## src/rtl/core/window_pacing_rate_core_assert.svh

```systemverilog
// Assertion macros shared by the pacing rate core
`ifndef WINDOW_PACING_RATE_CORE_ASSERT_SVH
`define WINDOW_PACING_RATE_CORE_ASSERT_SVH

// same-cycle implication, checked outside reset
`define WPR_ASSERT_NOW(lbl, ante, cons, msg) \
  lbl: assert property (@(posedge clk) disable iff (rst) (ante) |-> (cons)) else $error(msg);

// next-cycle implication, checked outside reset
`define WPR_ASSERT_NEXT(lbl, ante, cons, msg) \
  lbl: assert property (@(posedge clk) disable iff (rst) (ante) |=> (cons)) else $error(msg);

`endif

```

## src/rtl/core/wpr_pkg.sv

```systemverilog
`timescale 1ns / 1ps
package wpr_pkg;

  localparam int DIVD_W     = 62;   // window * 1e9 fits in 62 bits
  localparam int NOS_W      = 55;   // window * 8e6 fits in 55 bits
  localparam int GAIN_W     = 9;
  localparam int REM_W      = 7;    // remainder of a division by 100
  localparam int DEC_STAGES = 8;
  localparam int DEC_BITS   = 8;
  localparam int QV_W       = DEC_STAGES * DEC_BITS;
  localparam int RG_W       = REM_W + GAIN_W;
  localparam int RECIP_W    = 17;
  localparam int RECIP_SH   = 23;
  localparam int ADDR_W     = 5;

  localparam logic [29:0] NS_PER_SEC    = 30'd1000000000;
  localparam logic [22:0] NO_SRTT_SCALE = 23'd8000000;
  localparam logic [REM_W-1:0]   PCT_DIV  = 7'd100;
  localparam logic [RECIP_W-1:0] RECIP100 = 17'd83887;   // ceil(2^23 / 100)

  localparam logic [1:0] REG_SS_GAIN = 2'd0;
  localparam logic [1:0] REG_CA_GAIN = 2'd1;
  localparam logic [1:0] REG_CAP     = 2'd2;

  localparam logic [GAIN_W-1:0] SS_GAIN_RST = 9'd200;
  localparam logic [GAIN_W-1:0] CA_GAIN_RST = 9'd120;

  typedef struct packed {
    logic [31:0] window_bytes_in;
    logic [31:0] inflight_bytes_in;
    logic [31:0] threshold_bytes;
    logic [63:0] rtt_ns;
    logic [63:0] existing_rate;
  } req_t;

  typedef struct packed {
    logic [63:0] pacing_rate;
    logic        kept_existing;
  } rsp_t;

  // per-request fields carried alongside the arithmetic
  typedef struct packed {
    logic              kept;
    logic [63:0]       existing;
    logic              win_zero;
    logic              srtt_zero;
    logic [NOS_W-1:0]  nos;
    logic [GAIN_W-1:0] gain;
  } side_t;

endpackage

```

## src/rtl/core/wpr_pct.sv

```systemverilog
`timescale 1ns / 1ps
module wpr_pct (
  input  logic                        clk,
  input  logic                        rst,
  input  logic                        adv,
  input  logic                        in_vld,
  input  logic [wpr_pkg::DIVD_W-1:0]  in_quot,
  input  wpr_pkg::side_t              in_side,
  input  logic [63:0]                 cap,
  output logic                        out_vld,
  output wpr_pkg::rsp_t               out_rsp
);
  import wpr_pkg::*;

  localparam int NST = DEC_STAGES + 4;
  localparam int DN_W = REM_W + DEC_BITS;
  localparam int DP_W = DN_W + RECIP_W;

  logic [NST-1:0] vld;

  // base select
  logic [QV_W-1:0]  p0_v;
  side_t            p0_sd;
  // digit stages of the division by 100
  logic [QV_W-1:0]  dx      [DEC_STAGES];
  logic [REM_W-1:0] dr      [DEC_STAGES];
  side_t            dsd     [DEC_STAGES];
  logic [QV_W-1:0]  dx_nxt  [DEC_STAGES];
  logic [REM_W-1:0] dr_nxt  [DEC_STAGES];
  // gain products
  logic [QV_W+GAIN_W-1:0] g1_hi;
  logic [RG_W-1:0]        g1_rg;
  side_t                  g1_sd;
  logic [QV_W+GAIN_W-1:0] g2_hi;
  logic [9:0]             g2_lo;
  side_t                  g2_sd;
  rsp_t                   rsp;

  logic [QV_W-1:0]              base;
  logic [RG_W+RECIP_W-1:0]      lo_prod;
  logic [QV_W+GAIN_W:0]         sum;
  logic [63:0]                  gained;
  logic [63:0]                  capped;

  always_comb begin
    if (in_side.srtt_zero) begin
      base = QV_W'(in_side.nos);
    end else if (in_quot == '0) begin
      base = QV_W'(1);
    end else begin
      base = QV_W'(in_quot);
    end
  end

  // one byte digit per stage: remainder and next byte divided by 100 via the reciprocal
  always_comb begin
    logic [DN_W-1:0]     n;
    logic [DP_W-1:0]     np;
    logic [DEC_BITS-1:0] qd;
    logic [REM_W-1:0]    r;
    logic [QV_W-1:0]     x;
    for (int s = 0; s < DEC_STAGES; s++) begin
      r  = (s == 0) ? '0 : dr[s-1];
      x  = (s == 0) ? p0_v : dx[s-1];
      n  = {r, x[QV_W-1 -: DEC_BITS]};
      np = DP_W'(n) * DP_W'(RECIP100);
      qd = DEC_BITS'(np >> RECIP_SH);
      r  = REM_W'(n - DN_W'(qd) * DN_W'(PCT_DIV));
      x  = {x[QV_W-DEC_BITS-1:0], qd};
      dr_nxt[s] = r;
      dx_nxt[s] = x;
    end
  end

  assign lo_prod = g1_rg * RECIP100;
  assign sum     = (QV_W+GAIN_W+1)'(g2_hi) + (QV_W+GAIN_W+1)'(g2_lo);

  always_comb begin
    if (g2_sd.gain == '0) begin
      gained = '0;
    end else if (sum[QV_W+GAIN_W:64] != '0) begin
      gained = '1;
    end else if (sum == '0) begin
      gained = 64'd1;
    end else begin
      gained = sum[63:0];
    end
    if (g2_sd.win_zero) begin
      gained = '0;
    end
    capped = (cap != '0 && gained > cap) ? cap : gained;
    if (g2_sd.kept) begin
      rsp.pacing_rate   = g2_sd.existing;
      rsp.kept_existing = 1'b1;
    end else begin
      rsp.pacing_rate   = capped;
      rsp.kept_existing = 1'b0;
    end
  end

  always_ff @(posedge clk) begin
    if (rst) begin
      vld <= '0;
    end else if (adv) begin
      vld <= {vld[NST-2:0], in_vld};
    end
  end

  always_ff @(posedge clk) begin
    if (adv) begin
      p0_v  <= base;
      p0_sd <= in_side;
      for (int s = 0; s < DEC_STAGES; s++) begin
        dx[s]  <= dx_nxt[s];
        dr[s]  <= dr_nxt[s];
        dsd[s] <= (s == 0) ? p0_sd : dsd[s-1];
      end
      g1_hi   <= dx[DEC_STAGES-1] * dsd[DEC_STAGES-1].gain;
      g1_rg   <= dr[DEC_STAGES-1] * dsd[DEC_STAGES-1].gain;
      g1_sd   <= dsd[DEC_STAGES-1];
      g2_hi   <= g1_hi;
      g2_lo   <= lo_prod[RG_W+RECIP_W-1:RECIP_SH];
      g2_sd   <= g1_sd;
      out_rsp <= rsp;
    end
  end

  assign out_vld = vld[NST-1];

endmodule

```

## config.mk

```make
export PLATFORM = sky130hd
export DESIGN_NAME = wpr_pct
export DESIGN_NICKNAME = d
export VERILOG_FILES = /design/src/rtl/core/window_pacing_rate_core_assert.svh /design/src/rtl/core/wpr_pkg.sv /design/src/rtl/core/wpr_pct.sv
export SDC_FILE = /design/constraint.sdc
export NUM_CORES = 2
export LEC_CHECK = 0
export BUFFER_PORTS_ARGS = -buffer_cell sky130_fd_sc_hd__buf_2
export CAP_MARGIN = 30
export CORE_ASPECT_RATIO = 1.25
export CORE_MARGIN = 10
export CORE_UTILIZATION = 54
export CTS_CLUSTER_DIAMETER = 30
export DETAILED_ROUTE_END_ITERATION = 10
export PLACE_DENSITY = 0.8
export SLEW_MARGIN = 10
export SYNTH_ARGS = -nofsm -noshare
export SYNTH_HDL_FRONTEND = slang
export SYNTH_SLANG_ARGS = --single-unit
```

## constraint.sdc

```tcl
create_clock -name clk -period 7.8 [get_ports clk]
set_clock_uncertainty 0.1 [all_clocks]
set_input_delay 1.56 -clock clk [delete_from_list [all_inputs] [get_ports clk]]
set_output_delay 1.56 -clock clk [all_outputs]
set_load 0.05 [all_outputs]
```

==> impl_results.rst <==
.. list-table::
   :header-rows: 1

   * - Metric
     - Value
   * - Result of the run
     - finished, final reports clean
   * - Width of the chip
     - 420 um
   * - GRT Max-Usage Layer
     - met2
   * - Number of distinct library cells after synthesis
     - 78
   * - Worst slew margin
     - 0.276
   * - Min cycle time layout
     - between 7 and 8 ns
   * - Number of rows created at floorplan
     - 183
   * - Number of max-cap violations
     - 0
   * - Number of clock buffers inserted by TritonCTS
     - 285
   * - Buffers added on ports
     - 326
   * - Classification of the worst setup path
     - reg -> reg
   * - Cell mode on critical path
     - sky130_fd_sc_hd__fa_1
   * - Latest clock arrival within the worst-skew pair
     - 0.92 ns
   * - Dominant register cell in the synthesized netlist
     - sky130_fd_sc_hd__edfxtp_1
   * - CP Data Arrival Time
     - 8.01 ns
   * - Instance count of the mapped netlist
     - about 8300
   * - Share of post-route cells with drive strength above 1
     - 0.116
   * - Flip-flop and latch count after synthesis
     - 1628
   * - CP max FO
     - 3
   * - Clock tree from TritonCTS
     - built
   * - Sequential-to-total area share from yosys stat
     - 0.451
   * - Fmax
     - 133 MHz
   * - Worst-path cell with the longest stage delay
     - sky130_fd_sc_hd__fa_2
   * - Accumulated negative setup slack
     - 0 ns
   * - Routability congestion estimate
     - 0.978
   * - Number of enable-type register cells in the synthesized netlist
     - 1616
   * - Post-Synthesis Cell Area
     - 108000 um^2
   * - Die Footprint
     - 219000 um^2
   * - Buffer type at the clock tree root
     - sky130_fd_sc_hd__clkbuf_16
   * - Number of global-route vias before repair
     - 69800
   * - Maximum level of the CTS H-tree
     - 5
   * - Top cells by area in the synthesized netlist
     - sky130_fd_sc_hd__edfxtp_1 (45%), sky130_fd_sc_hd__fa_1 (21%), sky130_fd_sc_hd__ha_1 (14%)
   * - Met2 routing resource usage after global routing
     - 0.382
   * - Path class of the lowest-slack min-delay path
     - reg -> reg
   * - Actual slew at the worst max-slew pin
     - about 1.1 ns
   * - Yosys top cell by area
     - sky130_fd_sc_hd__edfxtp_1
   * - Commonest cells post-synth
     - sky130_fd_sc_hd__edfxtp_1 (1616), sky130_fd_sc_hd__inv_1 (1597), sky130_fd_sc_hd__ha_1 (1220)
   * - Average wire length per cell after detail routing
     - 19.9 um
   * - Via-per-instance ratio
     - 5.42
   * - Violation count after the first detailed-route iteration
     - 4670
   * - Largest stage delay, worst path
     - roughly 0.66 ns
   * - RSZ-0062 raised after global routing
     - true
   * - Multi-input gate area in the final layout
     - 52600 um^2
   * - Vias after detailed routing
     - about 63000
   * - Final core utilization
     - 0.620
   * - GR met1 Demand/Resource
     - 0.256
   * - Chip height
     - roughly 520 um
   * - Global routing usage on met3
     - 0.0354
   * - Post-Route WL
     - 233000 um
   * - Max clock buf depth
     - 4
   * - Worst R2R Setup Slack
     - 0.29 ns
   * - Global-route total usage across every layer
     - 0.216
   * - Antenna violations before repair
     - 2
   * - Yosys warns
     - 0
   * - Core area
     - roughly 200000 um^2
   * - Number of buffers inserted for hold repair after clock tree synthesis
     - 0
   * - Top-level port count
     - 327
   * - Number of nets in the layout
     - approximately 11000
   * - Global-route wire length before repair
     - between 300000 and 400000 um
   * - Final setup viols
     - 0
   * - Kind of end point of the critical path
     - flop
   * - TritonRoute pass-1 iters
     - 6
   * - Synth-to-Final Area Change
     - 14.1%
   * - Fraction of registers with async set or reset after synthesis
     - 0
   * - Net count after synthesis
     - 10900
   * - Share of Yosys cell area claimed by the top area cell type
     - 0.449
   * - Effective utilization at floorplan
     - 0.543
   * - Placed Cells incl. Taps
     - 11100
   * - Antenna Violating Nets Remaining
     - 0
   * - Worst Setup Start Kind
     - flop
   * - Total clock sinks
     - 1628
   * - Dominant cell by count in the synthesized netlist
     - sky130_fd_sc_hd__edfxtp_1
   * - Synth Area per Inst
     - approximately 13 um^2
   * - Final critical-path share of the clock period
     - 0.962
   * - Endpoint required time on the critical path
     - 8.30 ns
   * - Post-detail-place hpwl
     - 176000 um
   * - Final-report max-slew violation count
     - 0
   * - Non-filler cells in the finished layout
     - between 10000 and 15000
   * - Drc violations
     - 0
   * - Fill cells
     - about 15000
   * - Pin count of the biggest net entering global routing
     - 189
   * - Sum of overflow across all layers after global routing
     - 0
   * - Storage cell area
     - 48800 um^2
   * - Number of hold-slack violations in the final timing report
     - 0
   * - Clock-pin transition on the worst setup and hold timing paths
     - ~0.050 ns
[what timing repair did]
action | CTS | global route
resized for setup | 0 | 38
setup endpoints to repair | 0 | 46
buffers inserted | 0 | 29
[flip-flops by register name (all words and copies together), names as in the netlist]
| register | flops |
|---|---|
| dx | 448 |
| p0_v | 62 |
| dr | 56 |
| g2_lo | 10 |
| g1_rg | 16 |
| dsd | 600 |
| g1_hi | 67 |
| p0_sd | 75 |
| g2_hi | 67 |
| g1_sd | 75 |
| vld | 12 |
| out_rsp | 65 |
| g2_sd | 75 |
[worst paths after layout]
check | endpoint | cells after the start | from
setup / recovery | dr[1][27] | 28 | dx[1][187]
hold / removal | g2_hi[30] | 0 | g1_hi[30]
setup reg to reg | dr[1][27] | 28 | dx[1][187]
hold reg to reg | g2_hi[30] | 0 | g1_hi[30]
[kinds of logic (layout without fill, tap and decap cells)]
| kind of cell | Yosys count | after routing | share of synthesized area |
|---|---|---|---|
| AND/OR/NAND/NOR | 1336 | 1336 | 0.0603 |
| XOR/XNOR | 285 | 285 | 0.0231 |
| buffers and inverters | 1829 | 2635 | 0.0638 |
| multiplexers | 19 | 19 | 0.00176 |
| other | 1 | 4 | 0.0000347 |
| adder cells (fa/ha/maj) | 2347 | 2347 | 0.350 |
| flip-flops | 1628 | 1628 | 0.451 |
| AO/OA/AOI/OAI | 830 | 830 | 0.0505 |
[layout make-up]
type | count | area share
repair buffers | 541 | 0.0280
flip-flops and latches | 1628 | 0.395
diodes | 3 | 0.0000608
multi-input cells | 4818 | 0.427
inverters | 1597 | 0.0486
well taps | 2590 | 0.0263
clock inverters | 188 | 0.0160
clock buffers | 309 | 0.0595
[cell usage in the layout (no fill, tap or decap), types with 178 or more instances in the layout]
cell,n
sky130_fd_sc_hd__buf_2,325
sky130_fd_sc_hd__ha_1,1219
sky130_fd_sc_hd__inv_1,1597
sky130_fd_sc_hd__nor2_1,178
sky130_fd_sc_hd__nand2_1,524
sky130_fd_sc_hd__edfxtp_1,1616
sky130_fd_sc_hd__xnor2_1,197
sky130_fd_sc_hd__buf_4,199
sky130_fd_sc_hd__and2_1,230
sky130_fd_sc_hd__a21oi_1,275
sky130_fd_sc_hd__fa_1,1121
sky130_fd_sc_hd__clkbuf_16,290
[per-stage QoR]
step / instance area, um^2 / hold slack, ns / setup WS (ns)
final: 123000 / 0.255 / 0.295
after global routing: 123000 / 0.259 / -0.0613
after CTS: 123000 / 0.247 / 0.0869
after detailed placement: 114000 / 0.305 / 0.136
after global placement: 114000 / 0.300 / 0.255
after floorplan: 108000 / 0.300 / 0.597
[critical path, delay by kind of cell, from the launching register on]
kind | cells | cell delay (ns)
buf+inv | 5 | 0.34
xor+xnor | 5 | 0.74
compound gates | 7 | 1.35
fa+ha+maj | 9 | 4.07
simple gates | 2 | 0.24
flops | 1 | 0.41
[per-layer routing]
| metal | wire [um] | part of all wire | vias up |
|---|---|---|---|
| li1 | - | - | 29100 |
| met4 | 11700 | 0.050 | 2 |
| met2 | 120000 | 0.52 | 2013 |
| met3 | 12300 | 0.053 | 633 |
| met5 | 13 | 0.000056 | - |
| met1 | 88800 | 0.38 | 31500 |
Power is left out: the tool's default activity adds up to more than one toggle a clock period on the data nets, which glitch-free logic cannot reach.
